$ cat src/design/srx_pkg.sv
// Shared types, constants and helpers for the serial frame receiver.
package srx_pkg;

    localparam int BYTE_W      = 8;
    localparam int LEN_W       = 5;
    localparam int IDX_W       = 4;
    localparam int BANKS       = 2;
    localparam int BANK_W      = 1;
    localparam int MAX_PAYLOAD = 16;
    localparam int RAM_DEPTH   = BANKS * MAX_PAYLOAD;
    localparam int RAM_AW      = BANK_W + IDX_W;
    localparam int CFG_IDX_W   = 8;

    localparam logic [LEN_W-1:0]  PAYLOAD_CAP = LEN_W'(MAX_PAYLOAD);
    localparam logic [BYTE_W-1:0] SUM_BASE    = 8'hFC;

    // configuration register indexes
    localparam logic [CFG_IDX_W-1:0] CFG_SYNC  = 8'd0;
    localparam logic [CFG_IDX_W-1:0] CFG_PRE1  = 8'd1;
    localparam logic [CFG_IDX_W-1:0] CFG_PRE2  = 8'd2;
    localparam logic [CFG_IDX_W-1:0] CFG_LIMIT = 8'd3;

    // configuration reset values
    localparam logic [BYTE_W-1:0] SYNC_RST  = 8'hFC;
    localparam logic [BYTE_W-1:0] PRE1_RST  = 8'h02;
    localparam logic [BYTE_W-1:0] PRE2_RST  = 8'h7A;
    localparam logic [LEN_W-1:0]  LIMIT_RST = 5'd16;

    // packet type codes
    localparam logic [BYTE_W-1:0] TYPE_A0 = 8'h41;
    localparam logic [BYTE_W-1:0] TYPE_A1 = 8'h61;
    localparam logic [BYTE_W-1:0] TYPE_B0 = 8'h42;
    localparam logic [BYTE_W-1:0] TYPE_B1 = 8'h62;
    localparam logic [BYTE_W-1:0] TYPE_C0 = 8'h5A;
    localparam logic [BYTE_W-1:0] TYPE_C1 = 8'h7A;
    localparam logic [BYTE_W-1:0] TYPE_D0 = 8'h5B;
    localparam logic [BYTE_W-1:0] TYPE_D1 = 8'h7B;

    typedef enum logic [2:0] {
        F_SYNC,
        F_TYPE,
        F_PRE1,
        F_PRE2,
        F_LEN,
        F_DATA,
        F_CSUM
    } t_front_state;

    typedef enum logic [1:0] {
        B_IDLE,
        B_FETCH,
        B_SHOW
    } t_back_state;

    typedef struct packed {
        logic [BYTE_W-1:0] sync_value;
        logic [BYTE_W-1:0] preamble_first;
        logic [BYTE_W-1:0] preamble_second;
        logic [LEN_W-1:0]  payload_limit;
    } t_cfg;

    // one checked frame waiting for release
    typedef struct packed {
        logic [BYTE_W-1:0] ftype;
        logic [LEN_W-1:0]  flen;
        logic [BANK_W-1:0] bank;
    } t_frame_desc;

    // back part tells the front that a bank is drained
    typedef struct packed {
        logic              done;
        logic [BANK_W-1:0] bank;
    } t_back_status;

    function automatic logic type_known(input logic [BYTE_W-1:0] t);
        return t inside {TYPE_A0, TYPE_A1, TYPE_B0, TYPE_B1,
                         TYPE_C0, TYPE_C1, TYPE_D0, TYPE_D1};
    endfunction

endpackage

$ cat src/design/srx_ram.sv
// Generic simple dual-port RAM with registered read.
module srx_ram #(
    parameter int WIDTH = 8,
    parameter int DEPTH = 32
) (
    input  logic                     i_clk,
    input  logic                     i_we,
    input  logic [$clog2(DEPTH)-1:0] i_waddr,
    input  logic [WIDTH-1:0]         i_wdata,
    input  logic                     i_re,
    input  logic [$clog2(DEPTH)-1:0] i_raddr,
    output logic [WIDTH-1:0]         o_rdata
);

    logic [WIDTH-1:0] r_mem [DEPTH];
    logic [WIDTH-1:0] r_rdata;

    always_ff @(posedge i_clk) begin
        if (i_we) begin
            r_mem[i_waddr] <= i_wdata;
        end
        if (i_re) begin
            r_rdata <= r_mem[i_raddr];
        end
    end

    assign o_rdata = r_rdata;

endmodule

$ cat src/design/srx_queue.sv
// Two-entry descriptor queue between the frame parser and the release stage.
module srx_queue (
    input  logic                 i_clk,
    input  logic                 i_rst_n,
    input  logic                 i_push,
    input  srx_pkg::t_frame_desc i_desc,
    output logic                 o_full,
    input  logic                 i_pop,
    output srx_pkg::t_frame_desc o_desc,
    output logic                 o_empty
);
    import srx_pkg::*;

    t_frame_desc r_slot [BANKS];
    logic [BANK_W-1:0] r_wr;
    logic [BANK_W-1:0] r_rd;
    logic [BANK_W:0]   r_count;

    assign o_full  = (r_count == (BANK_W+1)'(BANKS));
    assign o_empty = (r_count == '0);
    assign o_desc  = r_slot[r_rd];

    always_ff @(posedge i_clk) begin
        if (i_push) begin
            r_slot[r_wr] <= i_desc;
        end
        if (!i_rst_n) begin
            r_wr    <= '0;
            r_rd    <= '0;
            r_count <= '0;
        end else begin
            if (i_push) begin
                r_wr <= r_wr + 1'b1;
            end
            if (i_pop) begin
                r_rd <= r_rd + 1'b1;
            end
            case ({i_push, i_pop})
                2'b10:   r_count <= r_count + 1'b1;
                2'b01:   r_count <= r_count - 1'b1;
                default: r_count <= r_count;
            endcase
        end
    end

    a_no_overflow: assert property (@(posedge i_clk) disable iff (!i_rst_n)
        i_push |-> !o_full) else $error("queue push while full");
    a_no_underflow: assert property (@(posedge i_clk) disable iff (!i_rst_n)
        i_pop |-> !o_empty) else $error("queue pop while empty");
    a_count_range: assert property (@(posedge i_clk) disable iff (!i_rst_n)
        r_count <= (BANK_W+1)'(BANKS)) else $error("queue count out of range");

endmodule

$ cat src/design/srx_front.sv
// Frame parser: header checks, payload store writes, checksum, descriptor push.
module srx_front (
    input  logic                          i_clk,
    input  logic                          i_rst_n,
    input  srx_pkg::t_cfg                 i_cfg,
    input  logic                          i_valid,
    output logic                          o_ready,
    input  logic [srx_pkg::BYTE_W-1:0]    i_rx_byte,
    output logic                          o_we,
    output logic [srx_pkg::RAM_AW-1:0]    o_waddr,
    output logic [srx_pkg::BYTE_W-1:0]    o_wdata,
    output logic                          o_push,
    output srx_pkg::t_frame_desc          o_desc,
    input  logic                          i_full,
    input  srx_pkg::t_back_status         i_back
);
    import srx_pkg::*;

    t_front_state r_state, n_state;
    logic [BYTE_W-1:0] r_sum, n_sum;
    logic [BYTE_W-1:0] r_type, n_type;
    logic [LEN_W-1:0]  r_len, n_len;
    logic [IDX_W-1:0]  r_cnt, n_cnt;
    logic [BANK_W-1:0] r_wbank, n_wbank;
    logic [BANKS-1:0]  r_busy, n_busy;

    logic              accept;
    logic [LEN_W-1:0]  limit;
    logic [BYTE_W-1:0] c;

    // take bytes only while the bank being filled is free
    assign o_ready = !r_busy[r_wbank] && !i_full;
    assign accept  = i_valid && o_ready;
    assign c       = i_rx_byte;
    assign limit   = (i_cfg.payload_limit > PAYLOAD_CAP) ? PAYLOAD_CAP
                                                         : i_cfg.payload_limit;
    assign o_waddr = {r_wbank, r_cnt};
    assign o_wdata = c;
    assign o_desc  = '{ftype: r_type, flen: r_len, bank: r_wbank};

    always_ff @(posedge i_clk) begin
        if (!i_rst_n) begin
            r_state <= F_SYNC;
            r_wbank <= '0;
            r_busy  <= '0;
        end else begin
            r_state <= n_state;
            r_wbank <= n_wbank;
            r_busy  <= n_busy;
        end
        r_sum  <= n_sum;
        r_type <= n_type;
        r_len  <= n_len;
        r_cnt  <= n_cnt;
    end

    always_comb begin
        n_state = r_state;
        n_sum   = r_sum;
        n_type  = r_type;
        n_len   = r_len;
        n_cnt   = r_cnt;
        n_wbank = r_wbank;
        n_busy  = r_busy;
        o_we    = 1'b0;
        o_push  = 1'b0;

        if (i_back.done) begin
            n_busy[i_back.bank] = 1'b0;
        end

        if (accept) begin
            case (r_state)
                F_SYNC: begin
                    if (c == i_cfg.sync_value) begin
                        n_sum   = c;
                        n_state = F_TYPE;
                    end
                end
                F_TYPE: begin
                    if (type_known(c)) begin
                        n_type  = c;
                        n_sum   = r_sum + c;
                        n_state = F_PRE1;
                    end else begin
                        n_state = F_SYNC;
                    end
                end
                F_PRE1: begin
                    n_sum   = r_sum + c;
                    n_state = (c == i_cfg.preamble_first) ? F_PRE2 : F_SYNC;
                end
                F_PRE2: begin
                    n_sum   = r_sum + c;
                    n_state = (c == i_cfg.preamble_second) ? F_LEN : F_SYNC;
                end
                F_LEN: begin
                    if (c > {{(BYTE_W-LEN_W){1'b0}}, limit}) begin
                        n_state = F_SYNC;
                    end else begin
                        n_len   = c[LEN_W-1:0];
                        n_sum   = r_sum + c;
                        n_cnt   = '0;
                        n_state = (c == '0) ? F_CSUM : F_DATA;
                    end
                end
                F_DATA: begin
                    o_we  = 1'b1;
                    n_sum = r_sum + c;
                    n_cnt = r_cnt + 1'b1;
                    if ({1'b0, r_cnt} + 1'b1 == r_len) begin
                        n_state = F_CSUM;
                    end
                end
                F_CSUM: begin
                    n_state = F_SYNC;
                    if (c == SUM_BASE - r_sum) begin
                        o_push           = 1'b1;
                        n_busy[r_wbank]  = 1'b1;
                        n_wbank          = r_wbank + 1'b1;
                    end
                end
                default: n_state = F_SYNC;
            endcase
        end
    end

    a_write_free_bank: assert property (@(posedge i_clk) disable iff (!i_rst_n)
        o_we |-> !r_busy[r_wbank]) else $error("payload write into busy bank");
    a_push_marks_busy: assert property (@(posedge i_clk) disable iff (!i_rst_n)
        o_push |=> r_busy[$past(r_wbank)] && (r_wbank != $past(r_wbank)))
        else $error("pushed bank not held");
    a_release_busy: assert property (@(posedge i_clk) disable iff (!i_rst_n)
        i_back.done |-> r_busy[i_back.bank]) else $error("release of idle bank");

endmodule

$ cat src/design/srx_back.sv
// Release stage: reads a checked frame from the store and emits one result per payload byte, or one for an empty frame.
module srx_back (
    input  logic                          i_clk,
    input  logic                          i_rst_n,
    input  srx_pkg::t_frame_desc          i_desc,
    input  logic                          i_empty,
    output logic                          o_pop,
    output logic                          o_re,
    output logic [srx_pkg::RAM_AW-1:0]    o_raddr,
    input  logic [srx_pkg::BYTE_W-1:0]    i_rdata,
    output srx_pkg::t_back_status         o_status,
    output logic                          o_valid,
    input  logic                          i_ready,
    output logic [srx_pkg::BYTE_W-1:0]    o_frame_type,
    output logic [srx_pkg::LEN_W-1:0]     o_frame_length,
    output logic [srx_pkg::IDX_W-1:0]     o_byte_index,
    output logic [srx_pkg::BYTE_W-1:0]    o_data_byte,
    output logic                          o_has_data,
    output logic                          o_last
);
    import srx_pkg::*;

    t_back_state r_state, n_state;
    t_frame_desc r_desc, n_desc;
    logic [IDX_W-1:0] r_idx, n_idx;

    logic has_data;
    logic last;

    assign has_data       = (r_desc.flen != '0);
    assign last           = !has_data || ({1'b0, r_idx} + 1'b1 == r_desc.flen);
    assign o_raddr        = {r_desc.bank, r_idx};
    assign o_frame_type   = r_desc.ftype;
    assign o_frame_length = r_desc.flen;
    assign o_byte_index   = r_idx;
    assign o_data_byte    = has_data ? i_rdata : '0;
    assign o_has_data     = has_data;
    assign o_last         = last;

    always_ff @(posedge i_clk) begin
        if (!i_rst_n) begin
            r_state <= B_IDLE;
        end else begin
            r_state <= n_state;
        end
        r_desc <= n_desc;
        r_idx  <= n_idx;
    end

    always_comb begin
        n_state       = r_state;
        n_desc        = r_desc;
        n_idx         = r_idx;
        o_pop         = 1'b0;
        o_re          = 1'b0;
        o_valid       = 1'b0;
        o_status.done = 1'b0;
        o_status.bank = r_desc.bank;
        case (r_state)
            B_IDLE: begin
                if (!i_empty) begin
                    o_pop   = 1'b1;
                    n_desc  = i_desc;
                    n_idx   = '0;
                    n_state = B_FETCH;
                end
            end
            B_FETCH: begin
                o_re    = 1'b1;
                n_state = B_SHOW;
            end
            B_SHOW: begin
                o_valid = 1'b1;
                if (i_ready) begin
                    if (last) begin
                        o_status.done = 1'b1;
                        n_state       = B_IDLE;
                    end else begin
                        n_idx   = r_idx + 1'b1;
                        n_state = B_FETCH;
                    end
                end
            end
            default: n_state = B_IDLE;
        endcase
    end

    a_done_on_last: assert property (@(posedge i_clk) disable iff (!i_rst_n)
        o_status.done |-> o_valid && i_ready && o_last)
        else $error("bank released before last transfer");
    a_data_after_fetch: assert property (@(posedge i_clk) disable iff (!i_rst_n)
        o_re |=> o_valid) else $error("fetched byte not presented");

endmodule

$ cat src/design/serial_frame_receiver.sv
// Top level of the serial frame receiver: config registers, parser, queue, release stage.
//
//  channel  | handshake                 | payload
//  ---------+---------------------------+------------------------------------------
//  byte in  | i_valid / o_ready         | i_rx_byte
//  result   | o_valid / i_ready         | o_frame_type, o_frame_length,
//           |                           | o_byte_index, o_data_byte, o_has_data, o_last
//  config   | i_cfg_valid / o_cfg_ready | i_cfg_index, i_cfg_data
//
//  The parser takes a received byte whenever i_valid and o_ready are both high.
//  A good frame releases its results one at a time (store read, then output) while the parser
//  keeps taking bytes into the other store bank.
//  The parser stalls (o_ready low) only when the bank it would fill still holds a
//  frame not yet fully released, i.e. both store banks hold checked frames.
//  Reset is synchronous, active low, and restores the register defaults.
//  The result holds steady while i_ready is low; config is always ready.
module serial_frame_receiver (
    input  logic                               i_clk,
    input  logic                               i_rst_n,
    input  logic                               i_valid,
    output logic                               o_ready,
    input  logic [srx_pkg::BYTE_W-1:0]         i_rx_byte,
    output logic                               o_valid,
    input  logic                               i_ready,
    output logic [srx_pkg::BYTE_W-1:0]         o_frame_type,
    output logic [srx_pkg::LEN_W-1:0]          o_frame_length,
    output logic [srx_pkg::IDX_W-1:0]          o_byte_index,
    output logic [srx_pkg::BYTE_W-1:0]         o_data_byte,
    output logic                               o_has_data,
    output logic                               o_last,
    input  logic                               i_cfg_valid,
    output logic                               o_cfg_ready,
    input  logic [srx_pkg::CFG_IDX_W-1:0]      i_cfg_index,
    input  logic [srx_pkg::BYTE_W-1:0]         i_cfg_data
);
    import srx_pkg::*;

    t_cfg         r_cfg;
    t_frame_desc  push_desc;
    t_frame_desc  head_desc;
    t_back_status back_status;

    logic              q_push;
    logic              q_pop;
    logic              q_full;
    logic              q_empty;
    logic              ram_we;
    logic [RAM_AW-1:0] ram_waddr;
    logic [BYTE_W-1:0] ram_wdata;
    logic              ram_re;
    logic [RAM_AW-1:0] ram_raddr;
    logic [BYTE_W-1:0] ram_rdata;

    // Config writes are registered; unknown indexes are dropped.
    assign o_cfg_ready = 1'b1;

    always_ff @(posedge i_clk) begin
        if (!i_rst_n) begin
            r_cfg.sync_value      <= SYNC_RST;
            r_cfg.preamble_first  <= PRE1_RST;
            r_cfg.preamble_second <= PRE2_RST;
            r_cfg.payload_limit   <= LIMIT_RST;
        end else if (i_cfg_valid) begin
            case (i_cfg_index)
                CFG_SYNC:  r_cfg.sync_value      <= i_cfg_data;
                CFG_PRE1:  r_cfg.preamble_first  <= i_cfg_data;
                CFG_PRE2:  r_cfg.preamble_second <= i_cfg_data;
                CFG_LIMIT: r_cfg.payload_limit   <= i_cfg_data[LEN_W-1:0];
                default:   r_cfg <= r_cfg;
            endcase
        end
    end

    // Front: header checks, running sum, payload into the free bank.
    srx_front u_front (
        .i_clk     (i_clk),
        .i_rst_n   (i_rst_n),
        .i_cfg     (r_cfg),
        .i_valid   (i_valid),
        .o_ready   (o_ready),
        .i_rx_byte (i_rx_byte),
        .o_we      (ram_we),
        .o_waddr   (ram_waddr),
        .o_wdata   (ram_wdata),
        .o_push    (q_push),
        .o_desc    (push_desc),
        .i_full    (q_full),
        .i_back    (back_status)
    );

    // Payload store: two banks of MAX_PAYLOAD bytes, bank is the address MSB.
    srx_ram #(
        .WIDTH (BYTE_W),
        .DEPTH (RAM_DEPTH)
    ) u_store (
        .i_clk   (i_clk),
        .i_we    (ram_we),
        .i_waddr (ram_waddr),
        .i_wdata (ram_wdata),
        .i_re    (ram_re),
        .i_raddr (ram_raddr),
        .o_rdata (ram_rdata)
    );

    // Checked frames waiting for release.
    srx_queue u_queue (
        .i_clk   (i_clk),
        .i_rst_n (i_rst_n),
        .i_push  (q_push),
        .i_desc  (push_desc),
        .o_full  (q_full),
        .i_pop   (q_pop),
        .o_desc  (head_desc),
        .o_empty (q_empty)
    );

    // Back: walks the stored payload and drives the result channel.
    srx_back u_back (
        .i_clk          (i_clk),
        .i_rst_n        (i_rst_n),
        .i_desc         (head_desc),
        .i_empty        (q_empty),
        .o_pop          (q_pop),
        .o_re           (ram_re),
        .o_raddr        (ram_raddr),
        .i_rdata        (ram_rdata),
        .o_status       (back_status),
        .o_valid        (o_valid),
        .i_ready        (i_ready),
        .o_frame_type   (o_frame_type),
        .o_frame_length (o_frame_length),
        .o_byte_index   (o_byte_index),
        .o_data_byte    (o_data_byte),
        .o_has_data     (o_has_data),
        .o_last         (o_last)
    );

endmodule
$ cat config.mk
export PLATFORM = sky130hd
export DESIGN_NAME = serial_frame_receiver
export DESIGN_NICKNAME = d
export VERILOG_FILES = /design/src/design/srx_pkg.sv /design/src/design/srx_ram.sv /design/src/design/srx_queue.sv /design/src/design/srx_front.sv /design/src/design/srx_back.sv /design/src/design/serial_frame_receiver.sv
export SDC_FILE = /design/constraint.sdc
export NUM_CORES = 1
export LEC_CHECK = 0
export BUFFER_PORTS_ARGS = -buffer_cell sky130_fd_sc_hd__clkbuf_2
export CAP_MARGIN = 20
export CORE_MARGIN = 2
export CORE_UTILIZATION = 62
export CTS_CLUSTER_DIAMETER = 80
export CTS_CLUSTER_SIZE = 20
export DETAILED_ROUTE_END_ITERATION = 6
export PLACE_DENSITY = 0.92
export REMOVE_ABC_BUFFERS = 1
export SLEW_MARGIN = 0
export SYNTH_ARGS = -nofsm -noshare
export SYNTH_HDL_FRONTEND = slang
export SYNTH_SLANG_ARGS = --single-unit
export TNS_END_PERCENT = 10
$ cat constraint.sdc
create_clock -name i_clk -period 3.7 [get_ports i_clk]
set_clock_uncertainty 0.15 [all_clocks]
set_input_delay 0.185 -clock i_clk [delete_from_list [all_inputs] [get_ports i_clk]]
set_output_delay 0.185 -clock i_clk [all_outputs]
set_load 0.005 [all_outputs]
==> results.rst <==
.. list-table::
   :header-rows: 1

   * - Metric
     - Value
   * - Global-route usage over all layers
     - 0.267
   * - Clock transition time at the flip-flop clock pins of the worst setup and hold paths
     - 0.09 ns
   * - Critical Path Stages
     - 7
   * - Cells on worst reg2reg path
     - 6
   * - Worst r2r src
     - u_front.r_wbank
   * - Area growth from synthesis to layout
     - 8.79%
   * - Slowest cell delay on critical path
     - 0.43 ns
   * - Minimum clock period after layout
     - 3.05 ns
   * - Slack of the critical path
     - 0.646 ns
   * - Post-synth top cells
     - 335 x sky130_fd_sc_hd__edfxtp_1, 83 x sky130_fd_sc_hd__nor2_1, 82 x sky130_fd_sc_hd__mux2i_1
   * - Data arrival time at the worst-slack endpoint
     - 2.72 ns
   * - End point of the critical path
     - o_last
   * - Wirelength, routed
     - 35000 µm
   * - Worst Setup Start Kind
     - register
   * - Sinks on Clock Net
     - 376
   * - Width of the die
     - 164 µm
   * - Critical hold path startpoint
     - i_rx_byte[3]
   * - Leakage power summed over all cells
     - 6.05 nW
   * - Post-synthesis cell type with the largest combined area
     - sky130_fd_sc_hd__edfxtp_1
   * - Post-Syn Area per Cell
     - 15.8 µm²
   * - Proportion of layout cells with a drive suffix above 1
     - 0.159
   * - Met3 demand-to-capacity share in global routing
     - 0.0442
   * - Max frequency
     - 327 MHz
   * - Post-CTS Setup Bufs
     - 0
   * - Hold violation total from the final report
     - 0
   * - Yosys top cell area share
     - 0.633
   * - RD Place Congestion
     - 0.842
   * - Clock tree from TritonCTS
     - yes
   * - Antenna-violating nets left
     - 0
   * - Dominant register cell in the synthesized netlist
     - sky130_fd_sc_hd__edfxtp_1
   * - Average wire length per cell after detail routing
     - 24.8 µm
   * - Filler Cells Inserted
     - 1556
   * - Pins over their slew limit
     - 0
   * - Kind of cell with the highest combined delay on the critical path
     - buffers and inverters
   * - Busiest metal layer after global routing
     - met2
   * - Maximum root-to-sink buffer count
     - 3
   * - DP Cell Count
     - 1360
   * - Count of TritonRoute iterations in the first routing pass
     - 7
   * - CTS H-tree lvls
     - 1
   * - Final count of negative-setup-slack endpoints
     - 0
   * - Floorplan die area
     - 26900 µm²
   * - Die H
     - 164 µm
   * - Number of DRC markers after the initial detailed-route iteration
     - 1063
   * - Initial antenna violation count
     - 0
   * - Worst-case vdd ir drop
     - 318 µV
   * - Insertion delay of the later-clocked pin in the worst-skew pair
     - 0.53 ns
   * - Crit path buffers/inverters
     - 3
   * - Status
     - completed
   * - Sequential cell area
     - 10900 µm²
   * - Clock buffers created by TritonCTS
     - 22
   * - Maximum fanout along the worst path
     - 28
   * - CP Data Required Time
     - 3.37 ns
   * - Vias in the first global route
     - 9175
   * - Worst relative slew slack
     - 0.347
   * - Vias post-DR
     - 9270
   * - Number of maximum-capacitance constraint violations
     - 0
   * - Seq/Total Area, Yosys
     - 0.685
   * - Final HPWL from detailed placement
     - 22800 µm
   * - Critical path startpoint
     - u_back.o_byte_index[3]
   * - Port-buffer cells
     - 57
   * - Syn Inst Count
     - 1007
   * - Worst path slowest cell
     - sky130_fd_sc_hd__clkinv_1
   * - Setup repair after global routing missed its margin
     - false
   * - Fraction of registers with async set/reset
     - 0
   * - Synth unique cells
     - 72
   * - Vias per std cell
     - 6.58
   * - Core Box Area
     - 25200 µm²
   * - Filler-free cell count of the finished design
     - 1408
   * - Worst-margin pin slew
     - 0.979 ns
   * - Initial Util
     - 0.631
   * - Total DRC errors in the routed layout
     - 0
   * - Wire length of the first global-routing pass
     - 53300 µm
   * - Met2 Usage GRT
     - 0.461
   * - Residual overflow from global routing
     - 0
   * - Clock Tree Root
     - sky130_fd_sc_hd__clkbuf_16
   * - Crit end category
     - primary output
   * - Maximum number of pins on one net before global-route repair
     - 75
   * - Period Utilization, post-route
     - 0.825
   * - Met1 Use GR
     - 0.346
   * - Synthesis Warnings
     - 0
   * - Path class of the lowest-slack min-delay path
     - input pin to register
   * - Main area contributors after synthesis
     - sky130_fd_sc_hd__edfxtp_1 63%, sky130_fd_sc_hd__mux4_2 5.7%, sky130_fd_sc_hd__dfxtp_1 5.2%
   * - Pre-CTS setup slack
     - 0.776 ns
   * - FF+latch count, synth
     - 376
   * - RR Endpoint
     - u_store.r_mem[28][0]
   * - Site row count
     - 58
   * - Setup Crit Path Kind
     - register to primary output
   * - Slack of the worst reg-to-reg path
     - 0.67 ns
   * - Power density over the cells
     - 417 nW/µm²
   * - Top Ports
     - 59
   * - Number of diodes added for antenna fixing
     - 0
   * - Number of flops mapped to enable cells by yosys
     - 335
   * - Area of combinational cells with multiple inputs
     - 4680 µm²
   * - Count of nets after finishing
     - 1121
   * - Ordered cell list for the critical path
     - buf_4 -> clkinv_1 -> xnor2_1 -> xor2_1 -> o2111ai_1 -> nand2_1 -> clkbuf_2
   * - Most repeated cell in the gate-level netlist after synthesis
     - sky130_fd_sc_hd__edfxtp_1
   * - Mapped Area
     - 15900 µm²
## layout by cell type, fill, tap and decap left out, types with 3 or more instances in the layout
cell / netlist / routed
sky130_fd_sc_hd__and3b_1: 3 / 3
sky130_fd_sc_hd__nor2b_1: 16 / 16
sky130_fd_sc_hd__o21ai_1: 9 / 9
sky130_fd_sc_hd__nand4_1: 5 / 5
sky130_fd_sc_hd__xnor2_1: 29 / 29
sky130_fd_sc_hd__o221ai_1: 32 / 32
sky130_fd_sc_hd__nand2b_1: 9 / 9
sky130_fd_sc_hd__o22ai_1: 5 / 5
sky130_fd_sc_hd__clkbuf_1: 31 / 6
sky130_fd_sc_hd__o311ai_0: 4 / 4
sky130_fd_sc_hd__nand3b_1: 6 / 6
sky130_fd_sc_hd__o31ai_1: 4 / 4
sky130_fd_sc_hd__nor2_1: 83 / 83
sky130_fd_sc_hd__nor4_1: 4 / 4
sky130_fd_sc_hd__clkbuf_16: 0 / 23
sky130_fd_sc_hd__dfxtp_1: 41 / 41
sky130_fd_sc_hd__nor3b_1: 3 / 3
sky130_fd_sc_hd__xor2_1: 21 / 21
sky130_fd_sc_hd__a21oi_1: 9 / 9
sky130_fd_sc_hd__o21ai_0: 13 / 13
sky130_fd_sc_hd__or3_1: 3 / 3
sky130_fd_sc_hd__o21a_1: 3 / 3
sky130_fd_sc_hd__dlygate4sd3_1: 0 / 18
sky130_fd_sc_hd__mux4_2: 40 / 40
sky130_fd_sc_hd__nand2_1: 63 / 63
sky130_fd_sc_hd__mux2i_1: 82 / 82
sky130_fd_sc_hd__inv_1: 14 / 14
sky130_fd_sc_hd__nor3_1: 11 / 11
sky130_fd_sc_hd__clkbuf_2: 0 / 57
sky130_fd_sc_hd__ha_1: 19 / 19
sky130_fd_sc_hd__nand3_1: 13 / 13
sky130_fd_sc_hd__o2111ai_1: 4 / 4
sky130_fd_sc_hd__and2_1: 10 / 10
sky130_fd_sc_hd__mux2_2: 19 / 19
sky130_fd_sc_hd__buf_4: 9 / 18
sky130_fd_sc_hd__edfxtp_1: 335 / 335
## power breakdown
| part | internal (mW) | switching (mW) |
|---|---|---|
| Clock | 1.14 | 1.27 |
| Combinational | 0.0593 | 0.137 |
| Sequential | 4.60 | 0.000772 |
| Total | 5.79 | 1.41 |
## layer usage
layer / vias up / wire (µm)
li1: 3996 / -
met1: 4594 / 12900
met2: 578 / 17700
met3: 102 / 3040
met4: 0 / 1310
met5: - / 0
## registers in the layout, summed over array words and instances, names as in the netlist
signal	flops
u_store.r_mem	256
r_cfg	29
u_queue.r_slot	28
u_back.o_frame_type	8
u_front.r_sum	8
u_front.r_type	8
u_store.o_rdata	8
u_back.o_frame_length	5
u_front.r_len	5
u_back.o_byte_index	4
u_front.r_cnt	4
u_front.r_state	3
u_back.r_state	2
u_front.r_busy	2
u_queue.r_count	2
u_back.o_raddr	1
u_front.r_wbank	1
u_queue.r_rd	1
u_queue.r_wr	1
## per-stage QoR
stage / cell area [µm²] / hold WS (ns) / utilization / power, mW / TNS, ns
2_1_floorplan: 15600 / 0.0969 / - / 4.75 / -22.29
3_3_place_gp: 16500 / 0.273 / 0.655 / 4.87 / 0
3_5_place_dp: 16500 / 0.280 / 0.655 / 4.88 / 0
4_1_cts: 17300 / 0.0146 / 0.686 / 7.21 / 0
5_1_grt: 17300 / 0.0179 / 0.686 / 7.37 / 0
6_report: 17300 / 0.0127 / 0.686 / 7.20 / 0
## cell families after synthesis
logic type / Yosys count / share of synthesized area
xor gates and xnor gates: 51 / 0.0290
muxes: 142 / 0.123
and+or+nand+nor: 241 / 0.0738
DFF: 376 / 0.685
buffers and inverters: 70 / 0.0209
AOI/OAI and AO/OA: 106 / 0.0527
other: 1 / 0.000236
adders and majority gates: 20 / 0.0162
## worst min path at each step
stage | depth (start not counted) | slack [ns] | endpoint
after detailed placement | 0 | 0.28 | u_queue.r_slot[0][8]
final | 1 | 0.01 | u_front.r_len[3]
after floorplan | 1 | 0.1 | r_cfg[10]
after global routing | 1 | 0.02 | u_front.r_len[3]
after global placement | 0 | 0.27 | u_queue.r_slot[0][13]
after CTS | 1 | 0.01 | u_front.r_len[3]
## what timing repair did
| item | in CTS | in global routing |
|---|---|---|
| hold buffers | 18 | 0 |
| endpoints found under the hold margin | 35 | 0 |
| resized for setup | 0 | 0 |
| endpoints found under the setup margin | 0 | 0 |
## layout make-up
type                    instances  area share
well taps                     330      0.0239
flip-flops and latches        376       0.629
clock inverters                 1    0.000941
clock buffers                  29      0.0346
multi-input cells             561       0.271
repair buffers                 95      0.0371
inverters                      16     0.00347
(Power assumes the default switching activity.)
